$ cat config.mk
export PLATFORM = sky130hd
export DESIGN_NAME = ladder_joystick_decode_autorepeat
export DESIGN_NICKNAME = d
export VERILOG_FILES = /design/src/rtl/ljd_pkg.sv /design/src/rtl/ladder_joystick_decode_autorepeat.sv
export SDC_FILE = /design/constraint.sdc
export NUM_CORES = 1
export LEC_CHECK = 0
export CORE_MARGIN = 1.5
export CORE_UTILIZATION = 46
export CTS_BUF_LIST = sky130_fd_sc_hd__clkbuf_8
export DETAILED_ROUTE_END_ITERATION = 6
export DONT_BUFFER_PORTS = 1
export GPL_ROUTABILITY_DRIVEN = 0
export MAX_ROUTING_LAYER = met4
export PLACE_DENSITY = 0.6
export SYNTH_ARGS = -nofsm -noshare
export SYNTH_HDL_FRONTEND = slang
export SYNTH_SLANG_ARGS = --single-unit
export TNS_END_PERCENT = 1
$ cat constraint.sdc
create_clock -name clk -period 6.1 [get_ports clk]
set_input_delay 0.915 -clock clk [delete_from_list [all_inputs] [get_ports clk]]
set_output_delay 0.915 -clock clk [all_outputs]
set_load 0.01 [all_outputs]
$ cat src/rtl/ljd_pkg.sv
// Package for the ladder joystick decoder: direction, repeat and register
// codes, register reset values and the step encoding.
// No dependencies.
package ljd_pkg;

	localparam int unsigned RawW  = 16;
	localparam int unsigned TimeW = 32;
	localparam int unsigned CfgW  = 16;

	// Register reset values
	localparam logic [CfgW-1:0] PressLimitRst  = 16'd3500;
	localparam logic [CfgW-1:0] LeftLimitRst   = 16'd10000;
	localparam logic [CfgW-1:0] RightLimitRst  = 16'd23000;
	localparam logic [CfgW-1:0] UpLimitRst     = 16'd36000;
	localparam logic [CfgW-1:0] DownLimitRst   = 16'd50000;
	localparam logic [CfgW-1:0] FirstDelayRst  = 16'd260;
	localparam logic [CfgW-1:0] RepeatRst      = 16'd110;
	localparam logic [RawW-1:0] HeldRawRst     = 16'hFFFF;

	typedef enum logic [2:0] {
		DIR_NONE  = 3'd0,
		DIR_PRESS = 3'd1,
		DIR_LEFT  = 3'd2,
		DIR_RIGHT = 3'd3,
		DIR_UP    = 3'd4,
		DIR_DOWN  = 3'd5
	} dir_t;

	typedef enum logic [1:0] {
		REP_NONE  = 2'd0,
		REP_LEFT  = 2'd1,
		REP_RIGHT = 2'd2
	} rep_t;

	typedef enum logic [2:0] {
		CFG_PRESS_LIMIT  = 3'd0,
		CFG_LEFT_LIMIT   = 3'd1,
		CFG_RIGHT_LIMIT  = 3'd2,
		CFG_UP_LIMIT     = 3'd3,
		CFG_DOWN_LIMIT   = 3'd4,
		CFG_FIRST_DELAY  = 3'd5,
		CFG_REPEAT_PER   = 3'd6
	} cfg_idx_t;

	// Two's complement step codes
	localparam logic signed [1:0] STEP_ZERO = 2'sd0;
	localparam logic signed [1:0] STEP_POS  = 2'sd1;
	localparam logic signed [1:0] STEP_NEG  = -2'sd1;

endpackage

$ cat src/rtl/ladder_joystick_decode_autorepeat.sv
// Ladder joystick decoder with typematic left/right stepping, top level.
// Depends on ljd_pkg.
//
// Usage:
//  - s_* channel: one converter sample per item. s_tdata holds adc_sample
//    and now_ms, s_tuser the good-conversion flag. A bad conversion keeps
//    the previously held sample.
//  - m_* channel: exactly one result item per input item: decoded
//    direction, held sample and a -1/0/+1 step for left/right.
//  - cfg_* channel: register writes (index 0..6 as in cfg_idx_t of
//    ljd_pkg), always ready. Unknown indexes are dropped. Write only while
//    no item is in flight.
//  - Path: input register, then output register, then m_*. Throughput:
//    one item per clock while m_tready is high; the held sample, repeat
//    direction and next deadline are updated as the item leaves the input
//    register, so the following item sees them in the very next cycle.
//  - Stall: the output register holds its item while m_tready is low; the
//    input register still takes one more item, then s_tready drops.
//  - Reset (arst_n low): limits and delays return to defaults, held sample
//    goes to 0xFFFF, repeat state to none, both stages empty.
module ladder_joystick_decode_autorepeat
	import ljd_pkg::*;
(
	input  logic        clk,
	input  logic        arst_n,
	// sample items
	input  logic        s_tvalid,
	output logic        s_tready,
	input  logic [47:0] s_tdata,   // [15:0] adc_sample, [47:16] now_ms
	input  logic        s_tuser,   // [0] sample_ok
	// result items
	output logic        m_tvalid,
	input  logic        m_tready,
	output logic [23:0] m_tdata,   // [2:0] direction, [18:3] held_sample,
	                               // [20:19] step, [23:21] zero
	// register writes
	input  logic        cfg_valid,
	output logic        cfg_ready,
	input  logic [2:0]  cfg_index,
	input  logic [15:0] cfg_data
);

	// configuration registers
	logic [CfgW-1:0] press_limit_q, left_limit_q, right_limit_q;
	logic [CfgW-1:0] up_limit_q, down_limit_q, first_delay_q, repeat_per_q;

	// decoder state
	logic [RawW-1:0]  held_q;
	rep_t             rep_q;
	logic [TimeW-1:0] next_time_q;

	// input register
	logic             valid_s1;
	logic [RawW-1:0]  sample_s1;
	logic             ok_s1;
	logic [TimeW-1:0] now_s1;

	// output register
	logic             m_tvalid_q;
	dir_t             dir_q;
	logic [RawW-1:0]  held_out_q;
	logic signed [1:0] step_q;

	logic adv_s1, take_in;

	// combinational decode of the item in the input register
	logic [RawW-1:0]   held_c;
	dir_t              dir_c;
	rep_t              rep_c;
	rep_t              rep_nx;
	logic [TimeW-1:0]  next_nx;
	logic [TimeW-1:0]  diff_c;
	logic              due_c;
	logic signed [1:0] step_c;

	assign cfg_ready = 1'b1;

	assign adv_s1   = valid_s1 && (!m_tvalid_q || m_tready);
	assign s_tready = !valid_s1 || adv_s1;
	assign take_in  = s_tvalid && s_tready;

	always_ff @(posedge clk or negedge arst_n) begin
		if (!arst_n) begin
			press_limit_q <= PressLimitRst;
			left_limit_q  <= LeftLimitRst;
			right_limit_q <= RightLimitRst;
			up_limit_q    <= UpLimitRst;
			down_limit_q  <= DownLimitRst;
			first_delay_q <= FirstDelayRst;
			repeat_per_q  <= RepeatRst;
		end else if (cfg_valid && cfg_ready) begin
			unique case (cfg_index)
				CFG_PRESS_LIMIT: press_limit_q <= cfg_data;
				CFG_LEFT_LIMIT:  left_limit_q  <= cfg_data;
				CFG_RIGHT_LIMIT: right_limit_q <= cfg_data;
				CFG_UP_LIMIT:    up_limit_q    <= cfg_data;
				CFG_DOWN_LIMIT:  down_limit_q  <= cfg_data;
				CFG_FIRST_DELAY: first_delay_q <= cfg_data;
				CFG_REPEAT_PER:  repeat_per_q  <= cfg_data;
				default: ;  // index beyond the list: dropped
			endcase
		end
	end

	// Threshold chain is a priority: first limit not exceeded wins.
	always_comb begin
		held_c = ok_s1 ? sample_s1 : held_q;
		priority if (held_c <= press_limit_q) dir_c = DIR_PRESS;
		else if (held_c <= left_limit_q)     dir_c = DIR_LEFT;
		else if (held_c <= right_limit_q)    dir_c = DIR_RIGHT;
		else if (held_c <= up_limit_q)       dir_c = DIR_UP;
		else if (held_c <= down_limit_q)     dir_c = DIR_DOWN;
		else                                 dir_c = DIR_NONE;
	end

	// Typematic repeat: step at once on a new direction, then on each
	// deadline. Deadline test is the sign of the wrapped difference.
	always_comb begin
		rep_c   = (dir_c == DIR_LEFT) ? REP_LEFT : REP_RIGHT;
		diff_c  = now_s1 - next_time_q;
		due_c   = !diff_c[TimeW-1];
		rep_nx  = rep_q;
		next_nx = next_time_q;
		step_c  = STEP_ZERO;
		if (dir_c != DIR_LEFT && dir_c != DIR_RIGHT) begin
			rep_nx  = REP_NONE;
			next_nx = now_s1 + {{(TimeW-CfgW){1'b0}}, first_delay_q};
		end else if (rep_c != rep_q) begin
			rep_nx  = rep_c;
			next_nx = now_s1 + {{(TimeW-CfgW){1'b0}}, first_delay_q};
			step_c  = (dir_c == DIR_LEFT) ? STEP_NEG : STEP_POS;
		end else if (due_c) begin
			next_nx = now_s1 + {{(TimeW-CfgW){1'b0}}, repeat_per_q};
			step_c  = (dir_c == DIR_LEFT) ? STEP_NEG : STEP_POS;
		end
	end

	// control and decoder state
	always_ff @(posedge clk or negedge arst_n) begin
		if (!arst_n) begin
			valid_s1    <= 1'b0;
			m_tvalid_q  <= 1'b0;
			held_q      <= HeldRawRst;
			rep_q       <= REP_NONE;
			next_time_q <= '0;
		end else begin
			if (take_in) begin
				valid_s1 <= 1'b1;
			end else if (adv_s1) begin
				valid_s1 <= 1'b0;
			end
			if (adv_s1) begin
				m_tvalid_q  <= 1'b1;
				held_q      <= held_c;
				rep_q       <= rep_nx;
				next_time_q <= next_nx;
			end else if (m_tready) begin
				m_tvalid_q <= 1'b0;
			end
		end
	end

	// payload registers
	always_ff @(posedge clk) begin
		if (take_in) begin
			sample_s1 <= s_tdata[15:0];
			now_s1    <= s_tdata[47:16];
			ok_s1     <= s_tuser;
		end
		if (adv_s1) begin
			dir_q      <= dir_c;
			held_out_q <= held_c;
			step_q     <= step_c;
		end
	end

	assign m_tvalid = m_tvalid_q;
	assign m_tdata  = {3'b000, step_q, held_out_q, dir_q};

	// ---- assertions ----
	a_step_only_lr: assert property (@(posedge clk) disable iff (!arst_n)
		m_tvalid_q && step_q != STEP_ZERO |-> dir_q == DIR_LEFT || dir_q == DIR_RIGHT)
		else $error("step without left/right direction");

	a_step_sign: assert property (@(posedge clk) disable iff (!arst_n)
		m_tvalid_q && dir_q == DIR_LEFT |-> step_q != STEP_POS)
		else $error("left direction gave a positive step");

	a_rep_cleared: assert property (@(posedge clk) disable iff (!arst_n)
		adv_s1 && dir_c != DIR_LEFT && dir_c != DIR_RIGHT |=> rep_q == REP_NONE)
		else $error("repeat state not cleared on other direction");

	a_new_dir_steps: assert property (@(posedge clk) disable iff (!arst_n)
		adv_s1 && (dir_c == DIR_LEFT || dir_c == DIR_RIGHT) && rep_c != rep_q
		|=> step_q != STEP_ZERO)
		else $error("new left/right direction did not step");

endmodule
Word-level counts from Yosys, hierarchy flattened
Index checks and enable logic that the tools add are counted.

Register bits after elaboration: 234. Logic and storage cells: 76.

Add/subtract/negate cells: 3. $lt $le $gt $ge: 5. Eq/ne operators: 11. Muxes and demuxes: 19. Reduce and logical (&&, ||, !) cells: 20.

Operators by type and width (count): $mux 32 (3); $le 16x16->1 (5); $add 32x16->32 (2); $sub 32x32->32 (1); $reduce_and 2->1 (9); $mux 16 (1); $mux 3 (5); $mux 2 (6); $eq 3x2->1 const B (3); $eq 3x3->1 const B (3); $ne 3x2->1 const B (2); $reduce_bool 2->1 (3); $mux 1 (4); $eq 3x1->1 const B (1); $logic_and 1x1->1 (3); $logic_not 3->1 (1); $ne 3x1->1 const B (1); $logic_not 1->1 (2); $logic_or 1x1->1 (2); $ne 2x2->1 (1).

Logic depth before layout (Yosys ltp)
Gate-level depths: netlist of the first run.

Word-level depth: 12. Gate-level depth with buffers: 15. Mapped depth without buffers: 13.

Least setup slack after synthesis of the first run
No wires, ideal clock.

Path type: register -> register. Start: register ok_s1. End: register next_time_q[24]. Library setup time: 124 ps. Arrival time: 3674 ps. Required time: 5976 ps. Slack: 2302 ps. Stages on the path, launching flop included: 14. Path buffers: 2. Clock period less this slack: 3798 ps. Path through: edfxtp_1 -> clkbuf_1 -> buf_1 -> mux2_2 -> ha_1 -> nand4_1 -> or4_4 -> o221ai_2 -> o21ai_2 -> a32o_2 -> nand2_4 -> mux2_4 -> o21a_1 -> o31a_1.

Word-level cells in the longest chain between the ends: 12. Elaborated cells between the ends (all ways): 21. Classes of those cells: order compare: 5; eq/ne: 5; mux: 9; reduce/logical: 2.

Ends and longest elaborated chain: start, declared (RTL line ladder_joystick_decode_autorepeat.sv:55) `logic ok_s1;`; start signal, assigned (RTL line ladder_joystick_decode_autorepeat.sv:168) `ok_s1 <= s_tuser;`; $mux 16 * (RTL line ladder_joystick_decode_autorepeat.sv:107) `held_c = ok_s1 ? sample_s1 : held_q;`; via held_c[9] (RTL line ladder_joystick_decode_autorepeat.sv:67) `logic [RawW-1:0] held_c;`; $le 16x16->1 (RTL line ladder_joystick_decode_autorepeat.sv:112) `else if (held_c <= down_limit_q) dir_c = DIR_DOWN;`; $mux 3 (RTL line ladder_joystick_decode_autorepeat.sv:112); $mux 3 (RTL line ladder_joystick_decode_autorepeat.sv:111) `else if (held_c <= up_limit_q) dir_c = DIR_UP;`; $mux 3 (RTL line ladder_joystick_decode_autorepeat.sv:110) `else if (held_c <= right_limit_q) dir_c = DIR_RIGHT;`; $mux 3 (RTL line ladder_joystick_decode_autorepeat.sv:109) `else if (held_c <= left_limit_q) dir_c = DIR_LEFT;`; $mux 3 * (RTL line ladder_joystick_decode_autorepeat.sv:108) `priority if (held_c <= press_limit_q) dir_c = DIR_PRESS;`; $eq 3x2->1 (RTL line ladder_joystick_decode_autorepeat.sv:119) `rep_c = (dir_c == DIR_LEFT) ? REP_LEFT : REP_RIGHT;`; $mux 2 (RTL line ladder_joystick_decode_autorepeat.sv:119); $ne 2x2->1 (RTL line ladder_joystick_decode_autorepeat.sv:128) `end else if (rep_c != rep_q) begin`; $ne 3x1->1 (no source line) or $mux 32 (tied branches); $reduce_and 2->1 (no source line) or $mux 32 (tied branches); end signal, assigned (RTL line ladder_joystick_decode_autorepeat.sv:156) `next_time_q <= next_nx;`; end, declared (RTL line ladder_joystick_decode_autorepeat.sv:50) `logic [TimeW-1:0] next_time_q;`.

The timed path passes the listed nets; every way through them passes the cells marked *. A chain may end at the register's enable or synchronous reset.

Final worst setup path of the first run
Start: register ok_s1. End: register next_time_q[28].

The elaborated chain is that of the path after synthesis.

==> run_results.csv, run 1 <==
group,metric,value,unit
die,ios,100,
synthesis,async_reset_ff_share,70.09,%
global_route,antenna_found_initial,0,
global_route,grt_pass1_wl,47.87,mm
clock_network,clock-sinks,234,
synthesis,yosysTopAreaCellShare,20.88,%
detailed_routing,vias,9022,
clock_network,cts_hold_buf,0,
synthesis,synthMuxAreaShare,7.735,%
die,coreArea,0.02801,mm²
synthesis,synth_xor_xnor_area_share,2.392,%
setup_path,r2r_cells,11,
synthesis,synth_seq_area_share,47.58,%
timing,max_clock_freq,217.0,MHz
status,status,"complete, no violations",
synthesis,avgSynthCellArea,10.72,µm²
synthesis,synth_top_family_by_area,"adder cells",
synthesis,post_synth_num_cell_types,73,
place,port_buffers,0,
detailed_routing,dr.pass1.iters,5,
setup_path,worst-path-buf-inv,2,
synthesis,synth_fa_ha_area_share,13.78,%
setup_path,cp.required,6540,ps
detailed_routing,ant_nets,0,
die,dieArea,0.02969,mm²
final_layout,finish.net_count,1470,
setup_path,path_max_fanout,34,
global_route,grt_max_degree,165,
setup_path,ff2ff_setup_slack,1490,ps
synthesis,yosys-top-cells-area,"dfrtp_1 (21%), edfxtp_1 (16%), ha_1 (13%)",
clock_network,cts_resized,0,
clock_network,h-tree-depth,2,
pwr,vdd_drop_max,206.8,µV
die,fp-row-count,61,
timing,final.min_clock_period,4607,ps
timing,final_hold_viol_count,0,
clock_network,clockBufferDepth,3,
clock_network,insertion_delay,560,ps
detailed_routing,drc,0,
hold_path,hold_class,"input port to asynchronous set/reset pin",
synthesis,yosysMostFrequentCell,"ha_1",
clock_network,cts_made_buffers,43,
synthesis,synth_compound_area_share,13.32,%
timing,setup_viol,0,
setup_path,cpPeakStageDelay,850,ps
timing,fin_ws,1493,ps
detailed_routing,avgRoutedWirePerCell,17.71,µm
final_layout,area_delta_synth_final,9.747,%
global_route,gr-total-overflow,0,
run,max_cap_viol_count,0,
synthesis,ys.flop_type,"dfrtp_1",
timing,rsz0062_at_grt,"false",
synthesis,yosysWarnings,0,
synthesis,yosys.area_share.simple,10.51,%
clock_network,cts_root_buffer,"clkbuf_8",
timing,tns,0,ps
final_layout,n_fill_cell,2550,
final_layout,reg.largest.list,"next_time_q x32, now_s1 x32",
final_layout,multi_input_area,0.006337,mm²
setup_path,r2r_start,"ok_s1$_DFFE_PP_",
synthesis,netlist_instances,1230,
synthesis,netlist_area,0.01318,mm²
setup_path,crit_chain,"mux2_2, ha_1, nand4_1, or4_4, o21ai_2, a32o_2, nand2_4, o21ai_4, buf_4, inv_2, o221a_2",
detailed_routing,drt_wl_total,29.49,mm
setup_path,critPathKind,"flip-flop to flip-flop",
setup_path,arrival,5050,ps
setup_path,cp-start-kind,"flip-flop",
detailed_routing,vias_per_cell,5.419,
setup_path,worstSetupEndpointType,"flip-flop",
timing,slew_headroom,36.55,%
synthesis,yosysTopAreaCell,"dfrtp_1",
final_layout,drive_above_1_share,17.72,%
detailed_routing,drt-initial-drc-count,374,
timing,timing.final.crit_share,75.53,%
setup_path,cp_slowest_cell,"edfxtp_1",
final_layout,diodes,0,
final_layout,seq_area,0.006274,mm²
setup_path,critPathTopFamily,"compound AO/OA/AOI/OAI gates",
timing,worst_pin_slew,950.8,ps
synthesis,synth_edf_count,70,
clock_network,post-cts-setup-buffers,0,
place,place_ws,1488,ps
synthesis,synth-seq-cells,234,
place,dpl.hpwl,21.11,mm
pwr,power_density,376.8,mW/mm²
clock_network,clkTransAtPathRegs,60,ps
timing,clock_skew,26.46,ps
global_route,grt_pass1_vias,9132,
global_route,grtUsageTotal,21.46,%
synthesis,yosys-top-cells-count,"ha_1 (142), inv_1 (122), nand2_1 (120)",
die,start_util,47.07,%
timing,whs,62.24,ps
setup_path,r2r-end,"next_time_q[28]$_DFFE_PN0P_",
die,die_w,172.3,µm
pwr,leakage,6.390,nW
timing,drv_slew,0,
clock_network,cts_tree,"yes",
die,dieHeight,172.3,µm
-- cell type report --
class | count | share of cell area [%]
sequential | 234 | 43.36
clock inverter | 33 | 1.539
multi-input combinational | 842 | 43.80
clock buffer | 46 | 4.376
inverter | 123 | 3.191
tap | 378 | 3.269
timing repair buffer | 9 | 0.4670
-- power breakdown --
| part | switching (mW) | internal (mW) | total, mW |
|---|---|---|---|
| combinational | 1.00 | 0.764 | 1.77 |
| clock | 0.659 | 0.827 | 1.49 |
| sequential | 0.169 | 2.03 | 2.20 |
-- placed cells by master (no fill, tap or decap), drive strengths merged, types with 5 or more instances in the layout --
cell type  count
ha           142
inv          138
nand2        122
o21ai        111
dfrtp        110
mux2          84
edfxtp        70
a21oi         66
dfstp         54
clkbuf        46
nor2          46
nand4         25
xor2          24
a21o          21
nand3         20
a211oi        15
nand2b        14
clkinv        14
o21a          13
xnor2         12
nor2b         11
buf            9
o21bai         8
and3           8
mux2i          7
nor3           7
nor4           6
or3            6
and2           6
o211ai         5
a211o          5
-- worst max-delay path by stage --
stage	to	from	depth (start not counted)	slack (ps)
2_1_floorplan	next_time_q[24]$_DFFE_PN0P_	ok_s1$_DFFE_PP_	13	2300
3_3_place_gp	next_time_q[28]$_DFFE_PN0P_	ok_s1$_DFFE_PP_	11	1550
3_5_place_dp	next_time_q[28]$_DFFE_PN0P_	ok_s1$_DFFE_PP_	11	1490
4_1_cts	next_time_q[28]$_DFFE_PN0P_	ok_s1$_DFFE_PP_	11	1450
5_1_grt	next_time_q[28]$_DFFE_PN0P_	ok_s1$_DFFE_PP_	13	1140
6_report	next_time_q[28]$_DFFE_PN0P_	ok_s1$_DFFE_PP_	11	1490
-- cells by family (layout without fill, tap and decap cells) --
| family | after synthesis | count (layout) |
|---|---|---|
| mux | 91 | 91 |
| compound gates | 281 | 281 |
| fa+ha+maj | 144 | 144 |
| xor+xnor | 36 | 36 |
| simple gates | 286 | 286 |
| buf+inv | 156 | 211 |
| flops | 234 | 234 |
| other cells | 2 | 4 |
-- through the flow --
stage / area, µm² / power [mW] / instances / util (%)
finish: 14470 / 5.452 / 1665 / 51.65
global route: 14470 / 5.871 / 1665 / 51.65
CTS: 14470 / 5.519 / 1665 / 51.65
detailed placement: 13610 / 3.989 / 1586 / 48.60
global placement: 13610 / 3.950 / 1586 / 48.60
floorplan: 13190 / 3.547 / 1232 / -
-- routing by layer --
layer	global-route usage (%)	wire length (µm)	vias up
met1	27.36	13520	4358
met4	6.692	695	0
li1	-	-	4458
met3	3.960	1335	52
met5	-	0	-
met2	34.69	13930	154
Note: power is estimated with default switching activity, not from simulation.
==> run 2: changes to the inputs <==
==> constraint.sdc (replaced) <==
create_clock -name clk -period 4.3 [get_ports clk]
set_input_delay 0.645 -clock clk [delete_from_list [all_inputs] [get_ports clk]]
set_output_delay 0.645 -clock clk [all_outputs]
set_load 0.01 [all_outputs]
==> run_results.csv, run 2 (synthesis gave the netlist of run 1 again) <==
group,metric,value,unit
final_layout,diodes,0,
place,place_inst,1591,
setup_path,worst-path-buf-inv,2,
setup_path,critPathCapture,"next_time_q[28]$_DFFE_PN0P_",
global_route,grtUsageTotal,21.90,%
setup_path,path_max_fanout,19,
setup_path,arrival,4310,ps
detailed_routing,drt-initial-drc-count,353,
detailed_routing,drt_wl_total,30.35,mm
timing,tns,0,ps
global_route,antenna_found_initial,0,
detailed_routing,ant_nets,0,
pwr,power_density,545.2,mW/mm²
detailed_routing,drc,0,
die,die_w,172.3,µm
global_route,gr-total-overflow,0,
setup_path,worstSetupEndpointType,"flip-flop",
die,start_util,47.07,%
place,place_ws,466.8,ps
final_layout,final_cell_count_no_fill,1674,
setup_path,cpPeakStageDelay,460,ps
setup_path,critPathKind,"flip-flop to flip-flop",
timing,worst_pin_slew,997.7,ps
setup_path,r2r_cells,13,
timing,slew_headroom,33.12,%
timing,max_clock_freq,259.4,MHz
pwr,leakage,6.460,nW
global_route,grtUsageMet1,28.33,%
place,port_buffers,0,
clock_network,clock-sinks,234,
final_layout,final_cell_area,0.01464,mm²
global_route,grt.met2_usage,34.13,%
final_layout,final_cell_mix,"ha_1 (142), inv_1 (128), nand2_1 (120)",
setup_path,crit_chain,"buf_4, mux2_2, ha_1, a21oi_1, nand2_1, a221oi_1, or3b_1, nand2_2, a32o_2, nand2_4, o21ai_4, inv_2, o221a_2",
setup_path,r2r_start,"ok_s1$_DFFE_PP_",
setup_path,r2r-end,"next_time_q[28]$_DFFE_PN0P_",
pwr,netSwitchingFraction,33.69,%
pwr,vdd_drop_max,363.1,µV
pwr,p_int,5.293,mW
pwr,comb_power_share,32.2,%
timing,rsz0062_at_grt,"false",
clock_network,cts_root_buffer,"clkbuf_8",
pwr,clock_power_share,28.8,%
clock_network,clkTransAtPathRegs,60,ps
die,ios,100,
clock_network,cts_made_buffers,44,
timing,final.min_clock_period,3855,ps
setup_path,cp_slowest_cell,"mux2_2",
global_route,grt_max_degree,165,
timing,fin_ws,444.6,ps
detailed_routing,vias,9041,
global_route,met3_usage,4.669,%
setup_path,critPathTopFamily,"compound AO/OA/AOI/OAI gates",
timing,clock_skew,37.26,ps
pwr,power_frac_seq,39.0,%
setup_path,ff2ff_setup_slack,440,ps
detailed_routing,dr.pass1.iters,6,
pwr,power_switching,2.689,mW
global_route,grt.busiest_layer,"met2",
detailed_routing,vias_per_cell,5.401,
final_layout,finish.net_count,1477,
timing,final_hold_viol_count,0,
clock_network,h-tree-depth,2,
global_route,grt_pass1_vias,9007,
final_layout,area_delta_synth_final,11.06,%
setup_path,cp-start-kind,"flip-flop",
setup_path,startpoint,"ok_s1$_DFFE_PP_",
hold_path,hold_class,"input port to asynchronous set/reset pin",
final_layout,drive_above_1_share,19.06,%
place,dpl.hpwl,21.74,mm
die,fp-row-count,61,
die,dieArea,0.02969,mm²
final_layout,final_common_cell,"ha_1",
timing,drv_slew,0,
detailed_routing,avgRoutedWirePerCell,18.13,µm
setup_path,cp.required,4750,ps
clock_network,post-cts-setup-buffers,0,
die,coreArea,0.02801,mm²
die,dieHeight,172.3,µm
timing,timing.final.crit_share,89.66,%
setup_path,cp.depth,13,
clock_network,insertion_delay,580,ps
place,dpl_cell_area,0.01366,mm²
final_layout,reg.largest.list,"next_time_q x32, now_s1 x32",
clock_network,cts_tree,"yes",
global_route,grt_pass1_wl,48.62,mm
status,status,"complete, no violations",
run,max_cap_viol_count,0,
clock_network,clockBufferDepth,3,
timing,setup_viol,0,
pwr,power.total,7.982,mW
[run 2: changes by cell type in the layout (fill, tap and decap cells not counted), sizes merged]
cell and change:
clkinvlp +1, clkbuf +7, inv -6, clkinv +1
buf +6
[run 2: worst min-delay path by stage]
stage / from / to / slack, ps / cells past startpoint
after global routing: s_tdata[0] / sample_s1[0]$_DFFE_PP_ / 130 / 0
after global placement: arst_n / next_time_q[1]$_DFFE_PN0P_ / 360 / 0
final: arst_n / left_limit_q[2]$_DFFE_PN0P_ / 140 / 1
after detailed placement: arst_n / next_time_q[1]$_DFFE_PN0P_ / 360 / 0
after CTS: s_tdata[0] / sample_s1[0]$_DFFE_PP_ / 130 / 0
after floorplan: arst_n / down_limit_q[0]$_DFFE_PN0P_ / 350 / 0
[run 2: through the flow]
step,hold WS [ps],utilization (%)
after global placement,359.1,48.78
after CTS,126.3,52.27
after floorplan,349.4,-
after detailed placement,358.1,48.78
final,137.3,52.27
after global routing,128.7,52.27
[run 2: layout make-up]
class	instances	area [µm²]
well taps	378	473.0
clock inverters	29	221.5
repair buffers	15	145.1
clock buffers	53	729.5
inverters	123	461.7
fillers	2520	13370
multi-input cells	842	6337
flip-flops and latches	234	6274
[run 2: power groups by stage]
| stage | Combinational [mW] | Clock [mW] | Sequential (mW) |
|---|---|---|---|
| floorplan | 1.96 | 0 | 3.07 |
| global placement | 2.47 | 0 | 3.14 |
| detailed placement | 2.53 | 0 | 3.15 |
| CTS | 2.58 | 2.37 | 3.12 |
| global route | 2.94 | 2.46 | 3.17 |
| finish | 2.57 | 2.30 | 3.12 |
[run 2: routing by layer]
metal	share of wire (%)	routed length (µm)	vias up
li1	-	-	4474
met1	46	14020	4289
met2	45	13800	212
met3	5.3	1617	66
met4	3.0	906	0
met5	0	0	-
[run 2: worst register-to-register path, stage by stage, from the launching register on]
cell      delay [ps]
edfxtp_1         320
buf_4            270
mux2_2           460
ha_1             340
a21oi_1          160
nand2_1           70
a221oi_1         290
or3b_1           440
nand2_2          120
a32o_2           220
nand2_4           90
o21ai_4          440
inv_2            200
o221a_2          310
[run 2: what timing repair did]
| item | in CTS | in global routing |
|---|---|---|
| setup endpoints to repair | 0 | 0 |
| endpoints found under the hold margin | 164 | 0 |
| gates resized for setup | 0 | 0 |
| hold buffers | 1 | 0 |
==> run 3: changes to the inputs <==
--- a/config.mk
+++ b/config.mk
@@ -11,6 +11,7 @@
 export DETAILED_ROUTE_END_ITERATION = 6
 export DONT_BUFFER_PORTS = 1
 export GPL_ROUTABILITY_DRIVEN = 0
+export GPL_TIMING_DRIVEN = 0
 export MAX_ROUTING_LAYER = met4
 export PLACE_DENSITY = 0.6
 export SYNTH_ARGS = -nofsm -noshare
==> run_results.csv, run 3 (synthesis gave the netlist of run 1 again) <==
group,metric,value,unit
status,status,"complete, no violations",
hold_path,hold_class,"input port to asynchronous set/reset pin",
detailed_routing,drt_wl_total,30.73,mm
place,dpl_cell_area,0.01369,mm²
global_route,grt_max_degree,165,
setup_path,arrival,4590,ps
pwr,netSwitchingFraction,33.34,%
setup_path,r2r_cells,13,
final_layout,finish.net_count,1495,
pwr,vdd_drop_max,377.0,µV
timing,slew_headroom,41.29,%
place,port_buffers,0,
setup_path,critPathKind,"flip-flop to flip-flop",
timing,timing.final.crit_share,96.17,%
pwr,comb_power_share,33.0,%
detailed_routing,ant_nets,0,
die,ios,100,
die,coreArea,0.02801,mm²
global_route,met3_usage,4.005,%
place,place_inst,1611,
detailed_routing,avgRoutedWirePerCell,18.19,µm
detailed_routing,drt-initial-drc-count,488,
die,dieHeight,172.3,µm
timing,clock_skew,17.56,ps
clock_network,h-tree-depth,2,
pwr,power_switching,2.589,mW
place,dpl.hpwl,22.49,mm
global_route,grtUsageMet1,27.67,%
timing,worst_pin_slew,880.7,ps
final_layout,diodes,0,
final_layout,drive_above_1_share,17.47,%
pwr,p_int,5.178,mW
detailed_routing,vias_per_cell,5.387,
clock_network,insertion_delay,550,ps
pwr,leakage,6.474,nW
setup_path,startpoint,"ok_s1$_DFFE_PP_",
timing,setup_viol,0,
global_route,antenna_found_initial,0,
pwr,power_density,531.0,mW/mm²
clock_network,cts_root_buffer,"clkbuf_8",
setup_path,cpPeakStageDelay,570,ps
timing,final.min_clock_period,4135,ps
pwr,clock_power_share,26.9,%
pwr,power_frac_seq,40.1,%
detailed_routing,vias,9099,
setup_path,cp_slowest_cell,"edfxtp_1",
global_route,grtUsageTotal,22.20,%
clock_network,clockBufferDepth,3,
final_layout,n_fill_cell,2508,
final_layout,final_cell_area,0.01463,mm²
clock_network,clkTransAtPathRegs,60,ps
global_route,grt.met2_usage,36.34,%
global_route,grt_pass1_vias,9194,
run,max_cap_viol_count,0,
setup_path,worstSetupEndpointType,"flip-flop",
setup_path,path_max_fanout,10,
global_route,grt_pass1_wl,48.89,mm
detailed_routing,dr.pass1.iters,4,
die,dieArea,0.02969,mm²
setup_path,cp.required,4760,ps
final_layout,area_delta_synth_final,10.94,%
setup_path,crit_chain,"buf_6, mux2_2, ha_1, nand3_1, or3_4, nor2_4, o21ai_1, o211ai_1, a2bb2oi_4, nand2_4, mux2_4, or3_1, a31oi_1",
die,start_util,47.07,%
setup_path,r2r_start,"ok_s1$_DFFE_PP_",
die,die_w,172.3,µm
final_layout,reg.largest.list,"next_time_q x32, now_s1 x32",
setup_path,r2r-end,"next_time_q[18]$_DFFE_PN0P_",
clock_network,cts_made_buffers,42,
timing,drv_slew,0,
final_layout,final_cell_mix,"inv_1 (143), ha_1 (142), nand2_1 (120)",
setup_path,critPathCapture,"next_time_q[18]$_DFFE_PN0P_",
die,fp-row-count,61,
global_route,grt.busiest_layer,"met2",
clock_network,cts_tree,"yes",
timing,final_hold_viol_count,0,
final_layout,final_cell_count_no_fill,1689,
timing,max_clock_freq,241.8,MHz
setup_path,ff2ff_setup_slack,160,ps
final_layout,final_common_cell,"inv_1",
setup_path,cp-start-kind,"flip-flop",
global_route,gr-total-overflow,0,
timing,rsz0062_at_grt,"false",
clock_network,clock-sinks,234,
detailed_routing,drc,0,
-- run 3: cell types whose count changed in the layout (fill, tap and decap cells not counted), moves of 5 or more --
cell and delta:
buf_2 +7, buf_4 -8, clkinv_2 -9, clkbuf_8 -5, clkbuf_1 +18, inv_1 +15
-- run 3: per-stage QoR --
| step | TNS, ps | util [%] | hold WS (ps) | power (mW) | setup slack (ps) |
|---|---|---|---|---|---|
| 2_1_floorplan | 0 | - | 349.4 | 5.032 | 501.6 |
| 3_3_place_gp | -23040 | 48.78 | 359.1 | 5.589 | -782.1 |
| 3_5_place_dp | -23090 | 48.86 | 358.8 | 5.656 | -803.3 |
| 4_1_cts | 0 | 52.13 | 141.1 | 7.857 | 29.33 |
| 5_1_grt | 0 | 52.22 | 147.6 | 8.378 | 1.202 |
| 6_report | 0 | 52.22 | 89.27 | 7.767 | 164.9 |
-- run 3: final cells by class --
cell class                 instances  area, µm²  area share [%]
timing repair buffer               3      67.56          0.4619
tap                              378      473.0           3.234
sequential                       234       6274           42.89
multi-input combinational        842       6341           43.35
inverter                         123      461.7           3.157
buffer                            32      155.1           1.061
clock buffer                      48      660.6           4.517
clock inverter                    29      193.9           1.326
-- run 3: power by group through the flow --
stage	combinational, mW	clock [mW]	sequential, mW
2_1_floorplan	1.96	0	3.07
3_3_place_gp	2.45	0	3.14
3_5_place_dp	2.51	0	3.15
4_1_cts	2.57	2.17	3.12
5_1_grt	2.95	2.26	3.17
6_report	2.56	2.09	3.11
-- run 3: critical path: cells and delay by family, from the launching register on --
family | cells | cell delay (ps)
buffers and inverters | 1 | 240
and+or+nand+nor | 5 | 1200
muxes | 2 | 840
DFF | 1 | 570
AOI/OAI and AO/OA | 4 | 880
adders and majority gates | 1 | 300
-- run 3: metal layers --
metal  routed length [µm]  part of all wire, %
met2                14610                   48
met3                 1333                  4.3
met4                  899                  2.9
met5                    0                    0
met1                13880                   45
-- run 3: repair_timing --
action	CTS	global route
gates resized for setup	5	6
buffers inserted	1	0
pin swaps	1	1
endpoints found under the setup margin	33	28
hold buffers	1	0
hold endpoints to repair	164	0
-- run 3: worst min-delay path by stage --
stage / to / start
3_5_place_dp: next_time_q[2]$_DFFE_PN0P_ / arst_n
6_report: next_time_q[2]$_DFFE_PN0P_ / arst_n
4_1_cts: next_time_q[2]$_DFFE_PN0P_ / arst_n
5_1_grt: next_time_q[2]$_DFFE_PN0P_ / arst_n
2_1_floorplan: down_limit_q[0]$_DFFE_PN0P_ / arst_n
3_3_place_gp: next_time_q[1]$_DFFE_PN0P_ / arst_n
